**config.mk**
```make
export PLATFORM = sky130hd
export DESIGN_NAME = tcp_option_parser
export DESIGN_NICKNAME = d
export VERILOG_FILES = /design/src/rtl/tcpop_pkg.sv /design/src/rtl/tcpop_front.sv /design/src/rtl/tcpop_fifo.sv /design/src/rtl/tcpop_back.sv /design/src/rtl/tcp_option_parser.sv
export SDC_FILE = /design/constraint.sdc
export NUM_CORES = 1
export LEC_CHECK = 0
export ABC_AREA = 0
export BUFFER_PORTS_ARGS = -buffer_cell sky130_fd_sc_hd__buf_4
export CAP_MARGIN = 20
export CORE_MARGIN = 10
export CORE_UTILIZATION = 40
export DETAILED_ROUTE_END_ITERATION = 16
export PLACE_DENSITY = 0.54
export SKIP_CTS_REPAIR_TIMING = 1
export SYNTH_ARGS = -nofsm -noshare
export SYNTH_HDL_FRONTEND = slang
export SYNTH_SLANG_ARGS = --single-unit
```
**constraint.sdc**
```tcl
create_clock -name clk -period 7.7 [get_ports clk]
set_input_delay 0.77 -clock clk [delete_from_list [all_inputs] [get_ports clk]]
set_output_delay 0.77 -clock clk [all_outputs]
set_load 0.01 [all_outputs]
```
**src/rtl/tcpop_pkg.sv**
```systemverilog
`default_nettype none

package tcpop_pkg;

  typedef enum logic [3:0] {
    RK_EOL     = 4'd0,
    RK_NOP     = 4'd1,
    RK_MSS     = 4'd2,
    RK_WSCALE  = 4'd3,
    RK_SACKOK  = 4'd4,
    RK_SACKBLK = 4'd5,
    RK_MALSACK = 4'd6,
    RK_TS      = 4'd7,
    RK_UNKNOWN = 4'd8,
    RK_TRUNC   = 4'd9,
    RK_BADSACK = 4'd10
  } rk_t;

  typedef enum logic [2:0] {
    PH_KIND = 3'b001,
    PH_LEN  = 3'b010,
    PH_DATA = 3'b100
  } phase_t;

  // option kind bytes on the wire
  localparam logic [7:0] OPT_EOL    = 8'd0;
  localparam logic [7:0] OPT_NOP    = 8'd1;
  localparam logic [7:0] OPT_MSS    = 8'd2;
  localparam logic [7:0] OPT_WSCALE = 8'd3;
  localparam logic [7:0] OPT_SACKOK = 8'd4;
  localparam logic [7:0] OPT_SACK   = 8'd5;
  localparam logic [7:0] OPT_TS     = 8'd8;

  // payload bytes of the fixed-length options
  localparam logic [7:0] LEN_MSS    = 8'd2;
  localparam logic [7:0] LEN_WSCALE = 8'd1;
  localparam logic [7:0] LEN_TS     = 8'd8;
  localparam logic [7:0] SACK_HDR   = 8'd2;

  localparam int OUT_TDATA_W = 80;

  // classified input byte
  typedef struct packed {
    logic [7:0] data;
    logic       last;
    rk_t        kind;       // option kind if this byte were a kind byte
    logic       len_short;  // as a sack length: below header size
    logic       len_mal;    // as a sack length: payload zero or not 8-aligned
    logic [7:0] len_left;   // as a sack length: payload bytes
  } tok_t;

  typedef struct packed {
    rk_t         kind;
    logic [31:0] first;
    logic [31:0] second;
    logic [4:0]  idx;
    logic [4:0]  cnt;
    logic        done;
  } rec_t;

endpackage

`default_nettype wire

```
**src/rtl/tcpop_front.sv**
```systemverilog
`default_nettype none

module tcpop_front (
  input  wire              clk,
  input  wire              rst_n,
  input  wire              in_valid,
  output logic             in_ready,
  input  wire  [7:0]       in_data,
  input  wire              in_last,
  output logic             tok_valid,
  input  wire              tok_ready,
  output tcpop_pkg::tok_t  tok
);

  logic            tok_valid_r;
  tcpop_pkg::tok_t tok_r;
  tcpop_pkg::tok_t tok_nxt;

  always_comb begin
    tok_nxt.data = in_data;
    tok_nxt.last = in_last;
    case (in_data)
      tcpop_pkg::OPT_EOL:    tok_nxt.kind = tcpop_pkg::RK_EOL;
      tcpop_pkg::OPT_NOP:    tok_nxt.kind = tcpop_pkg::RK_NOP;
      tcpop_pkg::OPT_MSS:    tok_nxt.kind = tcpop_pkg::RK_MSS;
      tcpop_pkg::OPT_WSCALE: tok_nxt.kind = tcpop_pkg::RK_WSCALE;
      tcpop_pkg::OPT_SACKOK: tok_nxt.kind = tcpop_pkg::RK_SACKOK;
      tcpop_pkg::OPT_SACK:   tok_nxt.kind = tcpop_pkg::RK_SACKBLK;
      tcpop_pkg::OPT_TS:     tok_nxt.kind = tcpop_pkg::RK_TS;
      default:               tok_nxt.kind = tcpop_pkg::RK_UNKNOWN;
    endcase
    tok_nxt.len_short = (in_data < tcpop_pkg::SACK_HDR);
    tok_nxt.len_left  = in_data - tcpop_pkg::SACK_HDR;
    tok_nxt.len_mal   = (tok_nxt.len_left == 8'd0) || (tok_nxt.len_left[2:0] != 3'd0);
  end

  assign in_ready  = !tok_valid_r || tok_ready;
  assign tok_valid = tok_valid_r;
  assign tok       = tok_r;

  always_ff @(posedge clk) begin
    if (!rst_n) begin
      tok_valid_r <= 1'b0;
    end else if (in_valid && in_ready) begin
      tok_valid_r <= 1'b1;
    end else if (tok_ready) begin
      tok_valid_r <= 1'b0;
    end
  end

  always_ff @(posedge clk) begin
    if (in_valid && in_ready) begin
      tok_r <= tok_nxt;
    end
  end

endmodule

`default_nettype wire

```
**src/rtl/tcpop_fifo.sv**
```systemverilog
`default_nettype none

module tcpop_fifo #(
  parameter int DEPTH = 4
) (
  input  wire              clk,
  input  wire              rst_n,
  input  wire              push_valid,
  output logic             push_ready,
  input  tcpop_pkg::tok_t  push_data,
  output logic             pop_valid,
  input  wire              pop_ready,
  output tcpop_pkg::tok_t  pop_data
);

  localparam int AW = (DEPTH > 1) ? $clog2(DEPTH) : 1;
  localparam int CW = $clog2(DEPTH + 1);

  tcpop_pkg::tok_t mem_r [DEPTH];
  logic [AW-1:0]   wr_ptr_r, rd_ptr_r;
  logic [CW-1:0]   cnt_r;
  logic            push, pop;

  assign push_ready = (cnt_r != CW'(DEPTH));
  assign pop_valid  = (cnt_r != '0);
  assign pop_data   = mem_r[rd_ptr_r];
  assign push       = push_valid && push_ready;
  assign pop        = pop_valid && pop_ready;

  always_ff @(posedge clk) begin
    if (!rst_n) begin
      wr_ptr_r <= '0;
      rd_ptr_r <= '0;
      cnt_r    <= '0;
    end else begin
      if (push) begin
        wr_ptr_r <= (wr_ptr_r == AW'(DEPTH - 1)) ? '0 : wr_ptr_r + 1'b1;
      end
      if (pop) begin
        rd_ptr_r <= (rd_ptr_r == AW'(DEPTH - 1)) ? '0 : rd_ptr_r + 1'b1;
      end
      if (push && !pop) begin
        cnt_r <= cnt_r + 1'b1;
      end else if (pop && !push) begin
        cnt_r <= cnt_r - 1'b1;
      end
    end
  end

  always_ff @(posedge clk) begin
    if (push) begin
      mem_r[wr_ptr_r] <= push_data;
    end
  end

endmodule

`default_nettype wire

```
**src/rtl/tcpop_back.sv**
```systemverilog
`default_nettype none

module tcpop_back (
  input  wire              clk,
  input  wire              rst_n,
  input  wire              tok_valid,
  output logic             tok_ready,
  input  tcpop_pkg::tok_t  tok,
  output logic             out_valid,
  input  wire              out_ready,
  output tcpop_pkg::rec_t  out_rec
);

  tcpop_pkg::phase_t phase_r, phase_nxt;
  tcpop_pkg::rk_t    kind_r, kind_nxt;
  logic [7:0]        left_r, left_nxt;
  logic [63:0]       shift_r, shift_nxt;
  logic [4:0]        num_r, num_nxt;
  logic [4:0]        total_r, total_nxt;
  logic              drop_r, drop_nxt;
  logic              out_valid_r;
  tcpop_pkg::rec_t   out_rec_r;

  logic              emit;
  tcpop_pkg::rec_t   rec;
  logic              pop;

  assign tok_ready = !out_valid_r || out_ready;
  assign pop       = tok_valid && tok_ready;
  assign out_valid = out_valid_r;
  assign out_rec   = out_rec_r;

  always_comb begin
    logic           term;
    tcpop_pkg::rk_t term_kind;
    logic           go_data;
    logic [7:0]     left_dec;

    phase_nxt = phase_r;
    kind_nxt  = kind_r;
    left_nxt  = left_r;
    shift_nxt = shift_r;
    num_nxt   = num_r;
    total_nxt = total_r;
    drop_nxt  = drop_r;
    emit      = 1'b0;
    rec       = '0;
    term      = 1'b0;
    term_kind = tcpop_pkg::RK_TRUNC;
    go_data   = 1'b0;
    left_dec  = left_r - 8'd1;

    if (drop_r) begin
      // swallow the rest of a rejected list
      if (tok.last) begin
        drop_nxt  = 1'b0;
        phase_nxt = tcpop_pkg::PH_KIND;
      end
    end else begin
      case (phase_r)
        tcpop_pkg::PH_LEN: begin
          case (kind_r)
            tcpop_pkg::RK_MSS: begin
              left_nxt = tcpop_pkg::LEN_MSS;
              go_data  = 1'b1;
            end
            tcpop_pkg::RK_WSCALE: begin
              left_nxt = tcpop_pkg::LEN_WSCALE;
              go_data  = 1'b1;
            end
            tcpop_pkg::RK_TS: begin
              left_nxt = tcpop_pkg::LEN_TS;
              go_data  = 1'b1;
            end
            tcpop_pkg::RK_SACKOK: begin
              phase_nxt = tcpop_pkg::PH_KIND;
              emit      = 1'b1;
              rec.kind  = tcpop_pkg::RK_SACKOK;
              rec.done  = tok.last;
            end
            tcpop_pkg::RK_SACKBLK: begin
              if (tok.len_short) begin
                term      = 1'b1;
                term_kind = tcpop_pkg::RK_BADSACK;
              end else begin
                left_nxt = tok.len_left;
                go_data  = 1'b1;
                if (tok.len_mal) begin
                  kind_nxt = tcpop_pkg::RK_MALSACK;
                  if (tok.len_left == 8'd0) begin
                    go_data   = 1'b0;
                    phase_nxt = tcpop_pkg::PH_KIND;
                    emit      = 1'b1;
                    rec.kind  = tcpop_pkg::RK_MALSACK;
                    rec.done  = tok.last;
                  end
                end else begin
                  total_nxt = tok.len_left[7:3];
                  num_nxt   = '0;
                end
              end
            end
            default: phase_nxt = tcpop_pkg::PH_KIND;
          endcase
          if (go_data) begin
            phase_nxt = tcpop_pkg::PH_DATA;
            if (tok.last) begin
              term      = 1'b1;
              term_kind = tcpop_pkg::RK_TRUNC;
            end
          end
        end

        tcpop_pkg::PH_DATA: begin
          if (left_r == 8'd0) begin
            phase_nxt = tcpop_pkg::PH_KIND;
          end else begin
            shift_nxt = {shift_r[55:0], tok.data};
            left_nxt  = left_dec;
            if (tok.last && left_dec != 8'd0) begin
              term      = 1'b1;
              term_kind = tcpop_pkg::RK_TRUNC;
            end else begin
              case (kind_r)
                tcpop_pkg::RK_MSS: begin
                  if (left_dec == 8'd0) begin
                    phase_nxt = tcpop_pkg::PH_KIND;
                    emit      = 1'b1;
                    rec.kind  = tcpop_pkg::RK_MSS;
                    rec.first = {16'd0, shift_nxt[15:0]};
                    rec.done  = tok.last;
                  end
                end
                tcpop_pkg::RK_WSCALE: begin
                  phase_nxt = tcpop_pkg::PH_KIND;
                  emit      = 1'b1;
                  rec.kind  = tcpop_pkg::RK_WSCALE;
                  rec.first = {24'd0, tok.data};
                  rec.done  = tok.last;
                end
                tcpop_pkg::RK_TS: begin
                  if (left_dec == 8'd0) begin
                    phase_nxt  = tcpop_pkg::PH_KIND;
                    emit       = 1'b1;
                    rec.kind   = tcpop_pkg::RK_TS;
                    rec.first  = shift_nxt[63:32];
                    rec.second = shift_nxt[31:0];
                    rec.done   = tok.last;
                  end
                end
                tcpop_pkg::RK_MALSACK: begin
                  if (left_dec == 8'd0) begin
                    phase_nxt = tcpop_pkg::PH_KIND;
                    emit      = 1'b1;
                    rec.kind  = tcpop_pkg::RK_MALSACK;
                    rec.done  = tok.last;
                  end
                end
                tcpop_pkg::RK_SACKBLK: begin
                  // one record per completed eight-byte block
                  if (left_dec[2:0] == 3'd0) begin
                    num_nxt    = num_r + 5'd1;
                    emit       = 1'b1;
                    rec.kind   = tcpop_pkg::RK_SACKBLK;
                    rec.first  = shift_nxt[63:32];
                    rec.second = shift_nxt[31:0];
                    rec.idx    = num_r;
                    rec.cnt    = total_r;
                    rec.done   = (left_dec == 8'd0) && tok.last;
                    if (left_dec == 8'd0) begin
                      phase_nxt = tcpop_pkg::PH_KIND;
                    end
                  end
                end
                default: phase_nxt = tcpop_pkg::PH_KIND;
              endcase
            end
          end
        end

        default: begin
          phase_nxt = tcpop_pkg::PH_KIND;
          case (tok.kind)
            tcpop_pkg::RK_EOL, tcpop_pkg::RK_NOP: begin
              emit     = 1'b1;
              rec.kind = tok.kind;
              rec.done = tok.last;
            end
            tcpop_pkg::RK_MSS, tcpop_pkg::RK_WSCALE, tcpop_pkg::RK_SACKOK,
            tcpop_pkg::RK_SACKBLK, tcpop_pkg::RK_TS: begin
              kind_nxt = tok.kind;
              if (tok.last) begin
                term      = 1'b1;
                term_kind = tcpop_pkg::RK_TRUNC;
              end else begin
                phase_nxt = tcpop_pkg::PH_LEN;
              end
            end
            default: begin
              term      = 1'b1;
              term_kind = tcpop_pkg::RK_UNKNOWN;
            end
          endcase
        end
      endcase

      // error record overrides anything built above
      if (term) begin
        phase_nxt = tcpop_pkg::PH_KIND;
        left_nxt  = 8'd0;
        drop_nxt  = !tok.last;
        emit      = 1'b1;
        rec       = '0;
        rec.kind  = term_kind;
        rec.done  = 1'b1;
      end
    end
  end

  always_ff @(posedge clk) begin
    if (!rst_n) begin
      phase_r     <= tcpop_pkg::PH_KIND;
      kind_r      <= tcpop_pkg::RK_EOL;
      left_r      <= 8'd0;
      num_r       <= 5'd0;
      total_r     <= 5'd0;
      drop_r      <= 1'b0;
      out_valid_r <= 1'b0;
    end else begin
      if (pop) begin
        phase_r <= phase_nxt;
        kind_r  <= kind_nxt;
        left_r  <= left_nxt;
        num_r   <= num_nxt;
        total_r <= total_nxt;
        drop_r  <= drop_nxt;
      end
      if (pop && emit) begin
        out_valid_r <= 1'b1;
      end else if (out_ready) begin
        out_valid_r <= 1'b0;
      end
    end
  end

  always_ff @(posedge clk) begin
    if (pop) begin
      shift_r <= shift_nxt;
    end
    if (pop && emit) begin
      out_rec_r <= rec;
    end
  end

endmodule

`default_nettype wire

```
**src/rtl/tcp_option_parser.sv**
```systemverilog
// Channel  Dir  Ports                              Contents
// in       in   in_tvalid/in_tready/in_tdata/      option byte, last-byte flag on tlast
//               in_tlast
// out      out  out_tvalid/out_tready/out_tdata/   decoded option record, kind on tuser,
//               out_tuser/out_tlast                end of list on tlast
//
// One byte is taken per cycle while the queue has room; the parser back end retires one queued
// byte per cycle while its record register is empty or being taken by the receiver.
// An input beat reaches the record through the classify stage, the queue and the record register.
// Reset is synchronous, active low, and empties the queue and the record register.
// Either side may stall independently; the queue of QUEUE_DEPTH bytes absorbs the slack.
`default_nettype none

module tcp_option_parser #(
  parameter int QUEUE_DEPTH = 4
) (
  input  wire         clk,
  input  wire         rst_n,
  input  wire         in_tvalid,
  output logic        in_tready,
  input  wire  [7:0]  in_tdata,   // [7:0] option_byte
  input  wire         in_tlast,   // last_byte
  output logic        out_tvalid,
  input  wire         out_tready,
  output logic [tcpop_pkg::OUT_TDATA_W-1:0] out_tdata,
  // [31:0] value_first, [63:32] value_second, [68:64] block_index,
  // [73:69] block_count, [79:74] zero
  output logic [3:0]  out_tuser,  // [3:0] record_kind
  output logic        out_tlast   // list_done
);

  logic            f_valid, f_ready;
  tcpop_pkg::tok_t f_tok;
  logic            q_valid, q_ready;
  tcpop_pkg::tok_t q_tok;
  tcpop_pkg::rec_t rec;

  tcpop_front u_front (
    .clk       (clk),
    .rst_n     (rst_n),
    .in_valid  (in_tvalid),
    .in_ready  (in_tready),
    .in_data   (in_tdata),
    .in_last   (in_tlast),
    .tok_valid (f_valid),
    .tok_ready (f_ready),
    .tok       (f_tok)
  );

  tcpop_fifo #(
    .DEPTH (QUEUE_DEPTH)
  ) u_fifo (
    .clk        (clk),
    .rst_n      (rst_n),
    .push_valid (f_valid),
    .push_ready (f_ready),
    .push_data  (f_tok),
    .pop_valid  (q_valid),
    .pop_ready  (q_ready),
    .pop_data   (q_tok)
  );

  tcpop_back u_back (
    .clk       (clk),
    .rst_n     (rst_n),
    .tok_valid (q_valid),
    .tok_ready (q_ready),
    .tok       (q_tok),
    .out_valid (out_tvalid),
    .out_ready (out_tready),
    .out_rec   (rec)
  );

  assign out_tdata = {6'd0, rec.cnt, rec.idx, rec.second, rec.first};
  assign out_tuser = rec.kind;
  assign out_tlast = rec.done;

endmodule

`default_nettype wire

```
# After elaboration in Yosys (flattened, before gate mapping)

Memory sizes are Yosys's and may differ from the RTL's. A register that Yosys moved wholly into a read port is not among the register bits.
Index checks and enable logic that the tools add are counted.

$add $sub $neg: 7
Multipliers: 0
Divide/modulo/power cells: 0
Order comparisons: 1
Equality and inequality tests: 41
Shift operators: 0
Muxes and demuxes: 111
Bitwise gates (word level): 7
Reduce and logical (&&, ||, !) cells: 45

Operators by type and width:

| kind                                                | count |
|---|---|
| 2-to-1 mux 79 bit                                   | 3 |
| case mux 32 bit (4 select lines)                    | 1 |
| 2-to-1 mux 78 bit                                   | 1 |
| 2-to-1 mux 74 bit                                   | 1 |
| 2-to-1 mux 67 bit                                   | 1 |
| case mux 32 bit (2 select lines)                    | 1 |
| 2-to-1 mux 3 bit                                    | 16 |
| zero test 8 bit                                     | 5 |
| 2-to-1 mux 4 bit                                    | 10 |
| 2-to-1 mux 1 bit                                    | 38 |
| 2-to-1 mux 5 bit                                    | 7 |
| 2-to-1 mux 34 bit                                   | 1 |
| case mux 4 bit (2 select lines)                     | 4 |
| case mux 8 bit (4 select lines)                     | 1 |
| equality test 4 x 3 -> 1 bit, second input constant | 7 |
| case mux 4 bit (7 select lines)                     | 1 |
| 2-to-1 mux 8 bit                                    | 3 |
| case mux 4 bit (5 select lines)                     | 1 |
| case mux 3 bit (2 select lines)                     | 3 |
| equality test 4 x 2 -> 1 bit, second input constant | 4 |
| equality test 8 x 2 -> 1 bit, second input constant | 2 |
| equality test 8 x 3 -> 1 bit, second input constant | 2 |
| case mux 8 bit (2 select lines)                     | 1 |
| != test 2 bit, second input constant                | 7 |
| other kinds (44)                                    | 91 |

Bits in registers: 193
Bits in latches: 0
Memory bits (writable): 92
Bits in read-only memories: 0
Output and inout port bits: 87
Logic and storage cells: 237
Memories kept: 1

Memory list:

| name         | depth | width | read ports | clocked after Yosys merged registers in | write ports | line             | RTL |
|---|---|---|---|---|---|---|---|
| u_fifo.mem_r | 4     | 23    | 1          | 1                                       | 1           | tcpop_fifo.sv:19 | `tcpop_pkg::tok_t mem_r [DEPTH];` |

# Depth between registers and ports, before layout

Depth in word-level cells: 14
Mapped depth: 12

# By module

A second synthesis with hierarchy kept.

Cells, all modules: 795
Area total of the unflattened synthesis: 11786.3 um2

Modules (own cells, without submodules):

| module            | instances | cells an instance | area each (um2) | sequential area each (um2) |
|---|---|---|---|---|
| tcpop_back        | 1         | 555               | 7015.5          | 4594.4 |
| tcpop_fifo        | 1         | 171               | 3799.9          | 2942.8 |
| tcpop_front       | 1         | 62                | 922.1           | 680.7 |
| tcp_option_parser | 1         | 7                 | 48.8            | 0.0 |

# Worst setup path before layout

OpenSTA, ideal clock, no wires.

Path type: in2reg
Start: in out_tready
End: reg u_back.shift_r[0], enable pin
Library setup time: 539 ps
Arrival: 5120 ps
Required time: 7161 ps
Setup slack: 2041 ps
Stages: 4
Path buffers: 1
Cells stage by stage: nor2b_1 or2_2 buf_2 nor3_1

Cells in the longest elaborated chain, start to end: 3

RTL lines:

| element                              | line                    | RTL |
|---|---|---|
| start: declaration                   | tcp_option_parser.sv:24 | `input wire out_tready,` |
| logical OR 1 bit                     | tcpop_back.sv:28        | `assign tok_ready = !out_valid_r \|\| out_ready;` |
| logical AND 1 bit                    | tcpop_back.sv:29        | `assign pop = tok_valid && tok_ready;` |
| AND reduction 4 bit (no source line) | n/a                     |  |
| end signal: assignment               | tcpop_back.sv:248       | `shift_r <= shift_nxt;` |
| end: declaration                     | tcpop_back.sv:17        | `logic [63:0] shift_r, shift_nxt;` |

No other way between the ends.
A chain may end at the register's enable or synchronous reset.

==> impl_metrics.json <==
{
  "outcome": "complete, no violations",
  "die-area_sq_um": 35700,
  "p_int_mw": 3.28,
  "clock_latency_ns": 0.56,
  "async_reset_ff_share_pct": 0,
  "grt_max_degree": 80,
  "grt_util_met2_pct": 21.5,
  "gr-total-overflow": 0,
  "cts_tree": "yes",
  "arrival_ns": 4.08,
  "busiest_layer": "met2",
  "hold_path_class": "input port to register",
  "wirelength_mm": 23.7,
  "core_sq_um": 27900,
  "grt_pass1_vias": 6458,
  "p_leak_nw": 4.64,
  "hold_viol": 0,
  "switchingPower_mw": 1.35,
  "antenna_found_initial": 0,
  "synthFlopType": "edfxtp_1",
  "crit_required_ns": 7.87,
  "syn_avg_cell_area_sq_um": 15.7,
  "synth_cells": 728,
  "worstPathBufferInverterCount": 0,
  "drc_errors": 0,
  "cpMaxStageDelayCell": "dfxtp_2",
  "drt_iter0_markers": 366,
  "maxCapViolations": 0,
  "synth-edff-count": 245,
  "die_w_um": 189,
  "pin_count": 100,
  "seqPwrFrac_pct": 46.8,
  "gr-usage-met1_pct": 17.3,
  "gp_congestion": 0.854,
  "finalSetupViolations": 0,
  "diodes": 0,
  "cts_made_buffers": 31,
  "final_max_slew_viol_count": 0,
  "drt_first_pass_iters": 5,
  "startpoint_type": "register",
  "combPwrFrac_pct": 23.1,
  "vias_per_cell": 5.13,
  "crit_chain": "mux4_1 -> nor4_1 -> and4b_1 -> a21oi_1 -> o41a_1 -> nand3_2 -> and2_4",
  "crit_fanout": 79,
  "synth_top_area_share_pct": 64.5,
  "fmax_mhz": 256,
  "layout.nets": 860,
  "slew_headroom_pct": 28.8,
  "post_drt_wl_per_cell_um": 19.2,
  "path_class": "register to register",
  "ys.warnings.count": 0,
  "start_util_pct": 40.8,
  "dp_cells": 1181,
  "die_h_um": 189,
  "place_area_sq_um": 12500,
  "fin_crit_ns": 3.91,
  "hpwl_mm": 16.4,
  "htreeDepth": 1,
  "setup_slack_ns": 3.79,
  "grtUsageMet3_pct": 2.43,
  "worst_slew_pin_slew_ns": 1.07,
  "clock-root-buffer": "clkbuf_16",
  "end_kind": "register",
  "track_usage_pct": 13.0,
  "grt_pass1_wl_mm": 37.2,
  "clockPowerShare_pct": 30.1,
  "slowest_delay_ns": 0.84,
  "clkSinkCount": 282,
  "clkTransAtPathRegs_ns": 0.06,
  "area_growth_syn_to_layout_pct": 18.6,
  "place_ws_ns": 3.74,
  "finalInstanceArea_sq_um": 13500,
  "drtAntennaViolNets": 0,
  "yosysTopAreaCell": "edfxtp_1",
  "seq_area_frac_synth_pct": 71.0,
  "vdd_drop_max_mv": 0.205,
  "route.vias.total": 6354,
  "p_per_area_nw_per_um2": 342,
  "synth.distinct_cells": 76,
  "io_buffers": 93,
  "finalPower_mw": 4.62,
  "synth_common_cells": "edfxtp_1 (245), and2_1 (70), nor2_1 (46)",
  "yosysMostFrequentCell": "edfxtp_1",
  "rows": 61,
  "finalSetupTns_ns": 0,
  "clockBufferDepth": 3,
  "synth_area_sq_um": 11400,
  "final_layout_size_suffix_gt1_share_pct": 23.8,
  "crit_family": "simple AND/OR/NAND/NOR gates",
  "fin_crit_sh_pct": 50.7,
  "grt_setup_unrepaired": "false",
  "r2r_setup_slack_ns": 3.79,
  "fin_worst_skew_ns": 0.0120,
  "fin_cells": 1238,
  "p_sw_share_pct": 29.1,
  "synth_area_leaders": "edfxtp_1 (64%), dfxtp_1 (6.5%), and2_1 (3.8%)",
  "ys_ff_latch": 282
}
-- state kept, by name (all words and copies together) (netlist names), 3 cells and up, named ones only --
register,cells
u_fifo.mem_r,88
u_back.num_r,5
u_back.phase_r,3
u_back.left_r,8
u_front.tok,22
u_fifo.cnt_r,3
u_back.kind_r,4
u_back.total_r,5
u_back.shift_r,56
u_back.out_rec,79
-- final cells by class --
type                            count  area, sq um
Clock buffer                       37          808
Clock inverter                     20          170
Fill cell                        2426        14400
Inverter                           15         56.3
Multi-Input combinational cell    402         3080
Sequential cell                   282         8100
Tap cell                          378          473
Timing Repair Buffer              104          841
-- worst paths after layout --
kind | to | depth (start not counted) | start
worst max-delay path | u_back.out_rec[14] | 7 | register
worst min-delay path | u_front.tok[14] | 1 | in_tlast
worst max register to register | u_back.out_rec[14] | 7 | register
worst min register to register | u_back.shift_r[25] | 0 | u_back.shift_r[17]
-- cells in the final DEF, fill, tap and decap left out, drive strengths merged, types with 11 or more instances in the layout --
| master | instances |
|---|---|
| clkinv | 15 |
| a21oi | 21 |
| nand3 | 12 |
| inv | 16 |
| mux4 | 22 |
| clkbuf | 37 |
| nor2 | 46 |
| nor2b | 19 |
| nand2 | 23 |
| edfxtp | 245 |
| mux2i | 13 |
| buf | 104 |
| dfxtp | 37 |
| a22oi | 21 |
| and2 | 70 |
| o21ai | 11 |
| nor3 | 17 |
-- cell families after synthesis --
group / Yosys count / share of synthesized area [%]
xor gates and xnor gates: 12 / 0.921
other: 1 / 0.0329
muxes: 35 / 5.62
and+or+nand+nor: 230 / 11.8
DFF: 282 / 71.0
buffers and inverters: 49 / 2.37
adders and majority gates: 11 / 1.27
AOI/OAI and AO/OA: 108 / 7.00
-- power groups by stage --
stage	Combinational, mW	Sequential (mW)	Clock, mW
6_report	1.07	2.16	1.39
3_5_place_dp	1.10	2.20	0
3_3_place_gp	1.08	2.19	0
5_1_grt	1.17	2.20	1.50
2_1_floorplan	0.553	2.24	0
4_1_cts	1.10	2.17	1.43
-- metal layers --
metal / routed length [um] / vias up
met2: 11400 / 184
met1: 10700 / 3149
met3: 1240 / 31
met4: 398 / 0
met5: 0 / -
li1: - / 2990
-- stage by stage --
step                utilization [%]  hold WS, ns
finish                         48.4        0.386
CTS                            48.4        0.365
floorplan                         -        0.417
global route                   48.4        0.372
detailed placement             44.9        0.431
global placement               44.6        0.424
Power figures use the tool's default switching activity.
